$ cat config.mk
export PLATFORM = sky130hd
export DESIGN_NAME = ff_ctrl
export DESIGN_NICKNAME = d
export VERILOG_FILES = /design/src/rtl/core/ff_pkg.sv /design/src/rtl/core/ff_ctrl.sv
export SDC_FILE = /design/constraint.sdc
export NUM_CORES = 1
export LEC_CHECK = 0
export ABC_AREA = 0
export CELL_PAD_IN_SITES_DETAIL_PLACEMENT = 0
export CELL_PAD_IN_SITES_GLOBAL_PLACEMENT = 2
export CORE_AREA = 5 5 42 44
export CTS_BUF_LIST = sky130_fd_sc_hd__clkbuf_16
export CTS_CLUSTER_SIZE = 28
export DETAILED_ROUTE_END_ITERATION = 6
export DIE_AREA = 0 0 47 49
export DONT_BUFFER_PORTS = 1
export PLACE_DENSITY_LB_ADDON = 0.3
export SYNTH_ARGS = -nofsm -noshare
export SYNTH_HDL_FRONTEND = slang
export SYNTH_SLANG_ARGS = --single-unit
$ cat constraint.sdc
create_clock -name clk -period 2.25 [get_ports clk]
set_input_delay 0.45 -clock clk [delete_from_list [all_inputs] [get_ports clk]]
set_output_delay 0.45 -clock clk [all_outputs]
set_load 0.02 [all_outputs]
$ cat src/rtl/core/ff_pkg.sv
package ff_pkg;

  // Delay line and sine table sizes; both are powers of two.
  localparam int DELAY_SIZE      = 1024;
  localparam int SINE_TABLE_SIZE = 256;
  localparam int DL_AW           = $clog2(DELAY_SIZE);
  localparam int TBL_AW          = $clog2(SINE_TABLE_SIZE);
  localparam int POS_W           = DL_AW + 8;

  localparam int CFG_W   = 32;
  localparam int DELAY_W = 17;
  localparam int LFO_W   = 17;

  localparam logic [16:0] MIN_DELAY_RST   = 17'd61440;
  localparam logic [16:0] SWEEP_DEPTH_RST = 17'd36864;
  localparam logic [31:0] LFO_STEP_RST    = 32'd19685;

  localparam logic [1:0] REG_MIN_DELAY   = 2'd0;
  localparam logic [1:0] REG_SWEEP_DEPTH = 2'd1;
  localparam logic [1:0] REG_LFO_STEP    = 2'd2;

  localparam logic [17:0] GAIN_OUT_Q15 = 18'd9830;
  localparam logic [17:0] GAIN_FB_Q15  = 18'd13763;

  // Shared multiplier operand selection.
  localparam logic [2:0] MUL_DEPTH = 3'd0;
  localparam logic [2:0] MUL_LEFT  = 3'd1;
  localparam logic [2:0] MUL_RIGHT = 3'd2;
  localparam logic [2:0] MUL_OUT   = 3'd3;
  localparam logic [2:0] MUL_FB    = 3'd4;

  typedef struct packed {
    logic       take_in;
    logic [2:0] mul_sel;
    logic       ld_acc;
    logic       ld_pos;
    logic       rd_left;
    logic       rd_right;
    logic       ld_d8;
    logic       ld_y;
    logic       commit;
  } ff_cmd_t;

  typedef logic [LFO_W-1:0] lfo_table_t [SINE_TABLE_SIZE];

  localparam logic [63:0] ONE_Q30     = 64'd1073741824;
  localparam logic [63:0] PI_Q30      = 64'd3373259426;
  localparam logic [63:0] HALF_PI_Q30 = 64'd1686629713;
  localparam logic [63:0] TWO_PI_Q30  = 64'd6746518852;

  // sin(x) in Q30 on the first quadrant, Taylor series through x^9.
  function automatic logic signed [63:0] quarter_sine(input logic [63:0] x);
    logic [63:0] x2;
    logic [63:0] term;
    logic signed [63:0] sum;
    x2   = (x * x) >> 30;
    term = x;
    sum  = $signed(x);
    term = ((term * x2) >> 30) / 64'd6;
    sum  = sum - $signed(term);
    term = ((term * x2) >> 30) / 64'd20;
    sum  = sum + $signed(term);
    term = ((term * x2) >> 30) / 64'd42;
    sum  = sum - $signed(term);
    term = ((term * x2) >> 30) / 64'd72;
    sum  = sum + $signed(term);
    return sum;
  endfunction

  // Table of (sin+1)/2 in unsigned Q1.16, built at elaboration.
  function automatic lfo_table_t build_lfo_table();
    lfo_table_t tbl;
    logic [63:0] a;
    logic [63:0] e;
    logic signed [63:0] s;
    logic neg;
    for (int i = 0; i < SINE_TABLE_SIZE; i++) begin
      a   = (64'(i) * TWO_PI_Q30) / SINE_TABLE_SIZE;
      neg = 1'b0;
      if (a >= PI_Q30) begin
        a   = a - PI_Q30;
        neg = 1'b1;
      end
      if (a > HALF_PI_Q30) a = PI_Q30 - a;
      s = quarter_sine(a);
      if (s > $signed(ONE_Q30)) s = $signed(ONE_Q30);
      if (s < 0) s = 0;
      if (neg) s = -s;
      e = ($unsigned($signed(ONE_Q30) + s)) >> 15;
      tbl[i] = e[LFO_W-1:0];
    end
    return tbl;
  endfunction

  localparam lfo_table_t LFO_TABLE = build_lfo_table();

endpackage

$ cat src/rtl/core/ff_ctrl.sv
module ff_ctrl import ff_pkg::*; (
  input  logic    clk,
  input  logic    rst,
  input  logic    in_valid,
  output logic    in_ready,
  output logic    out_valid,
  input  logic    out_ready,
  output ff_cmd_t cmd
);

  localparam logic [3:0] S_IDLE   = 4'd0;
  localparam logic [3:0] S_DEPTH  = 4'd1;
  localparam logic [3:0] S_POS    = 4'd2;
  localparam logic [3:0] S_RD_L   = 4'd3;
  localparam logic [3:0] S_RD_R   = 4'd4;
  localparam logic [3:0] S_MAC    = 4'd5;
  localparam logic [3:0] S_M_OUT  = 4'd6;
  localparam logic [3:0] S_M_FB   = 4'd7;
  localparam logic [3:0] S_COMMIT = 4'd8;

  logic [3:0] state;
  logic [3:0] state_next;
  logic       out_free;

  assign in_ready = (state == S_IDLE);
  assign out_free = !out_valid || out_ready;

  always_comb begin
    cmd        = '0;
    state_next = state;
    unique case (state)
      S_IDLE: begin
        cmd.take_in = in_valid;
        if (in_valid) state_next = S_DEPTH;
      end
      S_DEPTH: begin
        cmd.mul_sel = MUL_DEPTH;
        cmd.ld_acc  = 1'b1;
        state_next  = S_POS;
      end
      S_POS: begin
        cmd.ld_pos = 1'b1;
        state_next = S_RD_L;
      end
      S_RD_L: begin
        cmd.rd_left = 1'b1;
        state_next  = S_RD_R;
      end
      S_RD_R: begin
        cmd.rd_right = 1'b1;
        cmd.mul_sel  = MUL_LEFT;
        cmd.ld_acc   = 1'b1;
        state_next   = S_MAC;
      end
      S_MAC: begin
        cmd.mul_sel = MUL_RIGHT;
        cmd.ld_d8   = 1'b1;
        state_next  = S_M_OUT;
      end
      S_M_OUT: begin
        cmd.mul_sel = MUL_OUT;
        cmd.ld_acc  = 1'b1;
        state_next  = S_M_FB;
      end
      S_M_FB: begin
        cmd.mul_sel = MUL_FB;
        cmd.ld_acc  = 1'b1;
        cmd.ld_y    = 1'b1;
        state_next  = S_COMMIT;
      end
      S_COMMIT: begin
        // hold until the output register is free
        cmd.commit = out_free;
        if (out_free) state_next = S_IDLE;
      end
      default: state_next = S_IDLE;
    endcase
  end

  always_ff @(posedge clk) begin
    if (rst) begin
      state     <= S_IDLE;
      out_valid <= 1'b0;
    end else begin
      state <= state_next;
      if (cmd.commit) out_valid <= 1'b1;
      else if (out_ready) out_valid <= 1'b0;
    end
  end

endmodule

-- Yosys cells after proc, flatten, opt, wreduce, memory -nomap -nowiden
Index checks and enable logic that the tools add are counted.
- bits in registers: 5
- input port bits: 4
- output and inout bits: 13
- equal/unequal tests: 10
- mux-type cells: 14
- reduce and logical (&&, ||, !) cells: 6
- operators by type and width (cell ; count):
    one-hot mux 4 bit (9 select lines) ; 1
    equality test 4 x 3 -> 1 bit, second input constant ; 4
    one-hot mux 3 bit (4 select lines) ; 1
    two-way mux 1 bit ; 10
    equality test 4 x 2 -> 1 bit, second input constant ; 2
    two-way mux 4 bit ; 2
    equality test 4 x 1 -> 1 bit, second input constant ; 1
    equality test 4 bit, second input constant ; 1
    zero test 4 bit ; 1
    != test 2 bit, second input constant ; 2
    OR reduction 4 bit ; 1
    AND reduction 2 bit ; 1
    nonzero test 2 bit ; 1
    zero test 1 bit ; 1
    logical OR 1 bit ; 1

-- Logic depth before layout (Yosys ltp)
Gate-level depths: netlist (run 1).
- word-level depth: 4
- gate-level depth with buffers: 4
- mapped depth without buffers: 3

-- Least setup slack after synthesis (run 1)
OpenSTA, ideal clock, no wires.
- kind: register -> output
- start point: register state[0]
- end point: output port cmd[10] in the netlist's numbering
- data arrival time: 1330 ps
- slack: 470 ps
- cell stages (with the launch flop): 4
- buffers on the path: 1
- cells stage by stage: dfxtp_1 > buf_6 > nor4_2 > and2_1
- RTL lines (element ; RTL line ; RTL):
    start, declared ; ff_ctrl.sv:21 ; logic [3:0] state;
    start signal, assigned ; ff_ctrl.sv:85 ; state <= state_next;
    end, declared ; ff_ctrl.sv:8 ; output ff_cmd_t cmd

==> qor.csv, run 1 <==
metric;value;unit
wl;800;um
ys_ff_latch;5;
async_reset_ff_share;0;%
slew_headroom;56.34;%
numPortBuffers;0;
cp.required;1.80;ns
worstSetupEndpointType;output pin;
die_x;47;um
clk_latency;0.23;ns
postCtsSetupBuffers;0;
antenna_found_initial;0;
num_vias;297;
syn_avg_cell_area;8.087;um2
finClkSkew;0.0005303;ns
p_per_area;1088;nW/um2
cp-start-kind;flip-flop;
wl_per_cell;13.33;um
critPathMaxStageDelay;0.53;ns
tightest_slew;0.6498;ns
final_cell_count_no_fill;60;
drt-vias-per-instance;4.950;
synth.top_cell.area_share;30.19;%
rsz0062_at_grt;false;
min_period;2.086;ns
yosys_most_used_dff;dfxtp_1;
overflow;0;
crit_path_top_delay_cell;dfxtp_1;
yosys.cell_count.top_type;dfxtp_1;
ys_types;24;
status;complete, no violations;
h-tree-depth;1;
worst_setup_hold_path_clk_slew;0.03;ns
gp_congestion;0.6603;
die_y;49;um
layout_setup_ws;0.1644;ns
drv_cap;0;
io_pins;17;
synth_commonest_cells;5 x dfxtp_1, 4 x nand2b_1, 4 x nor2_1, 4 x nor3_1;
p_leak;0.1615;nW
grt_pass1_vias;285;
drtIter0Drc;2;
vdd_drop_max;0.5252;mV
post-place-ws;0.4065;ns
cts_inserted_buffers;3;
start_util;23.66;%
drc;0;
grt_max_degree;15;
core_area;1401;um2
rows;14;
die_area;2303;um2
hold_buffers;0;
period_share;92.69;%
critPathBufInv;1;
synth_top_area_cell;dfxtp_1;
synth_nets;45;
cts_sinks;5;
cp_max_fo;11;
first_pass_iters;4;
synthToLayoutAreaGrowth;27.17;%
worstHoldPathType;input pin to flip-flop;
syn_area;331.6;um2
critPathTopFamily;flip-flops;
dp_cells;56;
finalPower;0.0004589;W
max_freq;0.4795;GHz
ys_seq_area_share;30.19;%
cts_root_buffer;clkbuf_16;
nets;49;
setup_tns;0;ns
finalSetupViolCount;0;
worstPathCellList;inv_2 -> or3_1 -> a21oi_1;
worstSetupPathType;flip-flop to output pin;
antenna_cells;0;
grt_first_pass_wirelength;1304;um
syn_inst;41;
clockBufferDepth;2;
ant_nets;0;
drive_above_1_share;18.18;%
cts_tree;built;
grt_usage;8.380;%
synth_edf_count;0;
slew_violations;0;
synth_area_leaders;dfxtp_1 30%, nand2b_1 7.5%, and4b_1 6.0%, nor3_1 6.0%, buf_4 4.5%;
ys_warn_count;0;
final_hold_viol_count;0;
cts_resized;0;
crit_arrival;1.64;ns
==> layout by cell type, fill, tap and decap left out, drive strengths merged <==
| cell | instances |
|---|---|
| nand2 | 1 |
| inv | 3 |
| dfxtp | 5 |
| nor3b | 2 |
| o21ai | 1 |
| a2111oi | 1 |
| xor2 | 1 |
| a211oi | 1 |
| and2 | 1 |
| a21oi | 2 |
| nor2 | 4 |
| buf | 3 |
| nand2b | 4 |
| clkbuf | 3 |
| and4b | 2 |
| nor4 | 1 |
| or3 | 1 |
| xnor2 | 1 |
| nor2b | 1 |
| nand3 | 1 |
| nor3 | 4 |
| a41oi | 1 |
==> stage by stage <==
stage | util, % | hold WS [ns] | cell area (um2)
floorplan | - | 0.5191 | 331.6
global placement | 24.46 | 0.5215 | 342.8
detailed placement | 24.46 | 0.5228 | 342.8
CTS | 30.09 | 0.2846 | 421.7
global route | 30.09 | 0.2809 | 421.7
finish | 30.09 | 0.2891 | 421.7
==> cell type report <==
| cell class | instances | area, um2 |
|---|---|---|
| clock buffers | 3 | 75.07 |
| clock inverters | 1 | 3.754 |
| fillers | 161 | 979.7 |
| inverters | 2 | 7.507 |
| multi-input cells | 30 | 192.7 |
| flip-flops and latches | 5 | 100.1 |
| well taps | 16 | 20.02 |
| repair buffers | 3 | 22.52 |
==> path summary, 6_finish.rpt <==
kind / cells past startpoint / endpoint / start / slack [ns]
setup / recovery: 3 / cmd[6] / state[0] / 0.16
hold / removal: 1 / out_valid / rst / 0.29
setup reg to reg: 3 / state[3] / state[0] / 0.89
hold reg to reg: 2 / out_valid / out_valid / 0.57
==> state kept, by name, indices dropped and copies added, names as in the netlist <==
| name | flops |
|---|---|
| state | 4 |
| out_valid | 1 |
==> where the power goes <==
group / internal, W / switching, W
registers: 0.0000948 / 0.0000143
logic: 0.0000233 / 0.0000399
clock network: 0.000230 / 0.0000567
total: 0.000348 / 0.000111
==> cell families (layout without fill, tap and decap cells) <==
| kind of cell | count (synthesis) | count (layout) | synth area share, % |
|---|---|---|---|
| AND/OR/NAND/NOR | 22 | 22 | 40.75 |
| AO/OA/AOI/OAI | 6 | 6 | 12.08 |
| buffers and inverters | 6 | 9 | 11.69 |
| flip-flops | 5 | 5 | 30.19 |
| XOR/XNOR | 2 | 2 | 5.284 |
==> metal layers <==
layer	track usage [%]	vias up	wire, um
li1	-	148	-
met1	9.890	131	320
met2	9.050	14	317
met3	5.904	4	127
met4	8.295	0	34
met5	0	-	0
Note: power is estimated with default switching activity, not from simulation.
==> run 2, diff against run 1 <==
--- a/config.mk
+++ b/config.mk
@@ -15,6 +15,7 @@
 export DIE_AREA = 0 0 47 49
 export DONT_BUFFER_PORTS = 1
 export PLACE_DENSITY_LB_ADDON = 0.3
+export RECOVER_POWER = 100
 export SYNTH_ARGS = -nofsm -noshare
 export SYNTH_HDL_FRONTEND = slang
 export SYNTH_SLANG_ARGS = --single-unit
==> run 2 against run 1 <==
  * Wire length increased by 1.9%
  * Power decreased by 0.99%
  * Worst hold slack about the same
  * Register-to-register slack improved by 0.02 ns
  * First-iteration DRC count increased by 100%
  * Clock skew about the same
  * Flip-flop and latch count unchanged
  * Sequential power about the same
  * Largest cell class unchanged
  * Highest routed layer unchanged
==> qor.csv, run 2 (synthesis gave the netlist of run 1 again) <==
metric;value;unit;change
status;complete, no violations;;unchanged
top_regs;state: 4 flops, out_valid: 1 flops;;unchanged
r2r-start;state[0];;unchanged
grt_pass1_vias;285;;unchanged
antenna_cells;0;;unchanged
cts_inserted_buffers;3;;unchanged
max_freq;0.4725;GHz;was 0.4795 GHz
min_period;2.116;ns;was 2.086 ns
period_share;94.06;%;was 92.69%
final_cell_mix;5 x dfxtp_1, 4 x nor2_1, 4 x nand2b_1, 4 x nor3_1;;unchanged
drive_above_1_share;9.091;%;was 18.18%
first_pass_iters;4;;unchanged
rsz0062_at_grt;false;;unchanged
cp-start-kind;flip-flop;;unchanged
drtIter0Drc;4;;was 2
grt_usage;8.380;%;unchanged
finalSetupViolCount;0;;unchanged
largest_register_ffs;4;;unchanged
regArea;100.1;um2;unchanged
rows;14;;unchanged
final_hold_viol_count;0;;unchanged
numPortBuffers;0;;unchanged
comb_power_share;13.3;%;was 13.8%
cp_max_fo;11;;unchanged
wl;815;um;was 800 um
worstHoldPathType;input pin to flip-flop;;unchanged
nets;49;;unchanged
utilization;29.11;%;was 30.09%
drc;0;;unchanged
tightest_slew;0.6494;ns;was 0.6498 ns
wl_per_cell;13.58;um;was 13.33 um
clockBufferDepth;2;;unchanged
ant_nets;0;;unchanged
die_area;2303;um2;unchanged
regMostFlops;state;;unchanged
core_area;1401;um2;unchanged
crit_arrival;1.67;ns;was 1.64 ns
cts_sinks;5;;unchanged
final_common_cell;dfxtp_1;;unchanged
power_frac_seq;23.7;%;was 23.8%
multi_input_area;186.4;um2;was 192.7 um2
worstSetupPathType;flip-flop to output pin;;unchanged
antenna_found_initial;0;;unchanged
clk_latency;0.23;ns;about the same
cts_tree;built;;unchanged
p_per_area;1114;nW/um2;was 1088 nW/um2
dp_cells;56;;unchanged
postCtsSetupBuffers;0;;unchanged
fill_cells;160;;was 161
vdd_drop_max;0.5248;mV;was 0.5252 mV
cp.required;1.80;ns;about the same
final_cell_count_no_fill;60;;unchanged
worstSetupEndpointType;output pin;;unchanged
drt-vias-per-instance;5.017;;was 4.950
power.share.clock;63.0;%;was 62.5%
grt_max_degree;15;;unchanged
switching_power;0.0001092;W;was 0.0001108 W
hold_buffers;0;;unchanged
gp_congestion;0.6603;;unchanged
hold_start;rst;;unchanged
worst_setup_hold_path_clk_slew;0.03;ns;about the same
overflow;0;;unchanged
synthToLayoutAreaGrowth;23.02;%;was 27.17%
num_vias;301;;was 297
cts_resized;0;;unchanged
slew_headroom;56.37;%;was 56.34%
die_x;47;um;unchanged
p_leak;0.1513;nW;was 0.1615 nW
crit_start;state[0];;unchanged
die_y;49;um;unchanged
io_pins;17;;unchanged
cts_root_buffer;clkbuf_16;;unchanged
setup_tns;0;ns;unchanged
drv_cap;0;;unchanged
r2r_slack;0.91;ns;was 0.89 ns
start_util;23.66;%;unchanged
slew_violations;0;;unchanged
h-tree-depth;1;;unchanged
grt_first_pass_wirelength;1304;um;unchanged
swShare;24.03;%;was 24.15%
internal-power;0.0003452;W;was 0.0003481 W
finClkSkew;0.0003377;ns;was 0.0005303 ns
run 2: path summary, 6_finish.rpt:
path                                   to  depth (start not counted)
worst min register to register  out_valid                          2
worst min-delay path            out_valid                          1
worst max-delay path               cmd[6]                          3
worst max register to register   state[3]                          3
run 2: per-layer routing:
metal	GRT usage [%]	vias to the layer above	wire length, um
li1	-	149	-
met1	9.890	130	332
met2	9.050	18	308
met3	5.904	4	138
met4	8.295	0	34
met5	0	-	0
run 2: final cells by class:
cell class / instances / share of cell area [%]
clock buffer: 3 / 18.40
tap: 16 / 4.908
sequential: 5 / 24.54
clock inverter: 1 / 0.9202
multi-input combinational: 30 / 45.71
timing repair buffer: 3 / 3.681
inverter: 2 / 1.840
run 2: metrics by stage:
step	worst slack, ns	hold slack, ns	cell area (um2)	total power, W
final	0.1337	0.2893	407.9	0.0004544
after global routing	0.03507	0.2809	407.9	0.0004784
after CTS	0.1598	0.2846	421.7	0.0004665
after detailed placement	0.4065	0.5228	342.8	0.0001738
after global placement	0.4209	0.5215	342.8	0.0001739
after floorplan	0.4703	0.5191	331.6	0.0001664
run 2: worst max-delay path, stage by stage (launching register included):
cell and delay (ns):
dfxtp_1 0.51, inv_1 0.13, or3_1 0.39, a21oi_1 0.41
run 2: power groups by stage:
stage               clock network [W]  logic [W]  registers (W)
global route                 0.000303  0.0000661       0.000109
global placement                    0  0.0000640       0.000110
finish                       0.000286  0.0000602       0.000108
CTS                          0.000293  0.0000644       0.000109
detailed placement                  0  0.0000637       0.000110
floorplan                           0  0.0000687      0.0000977
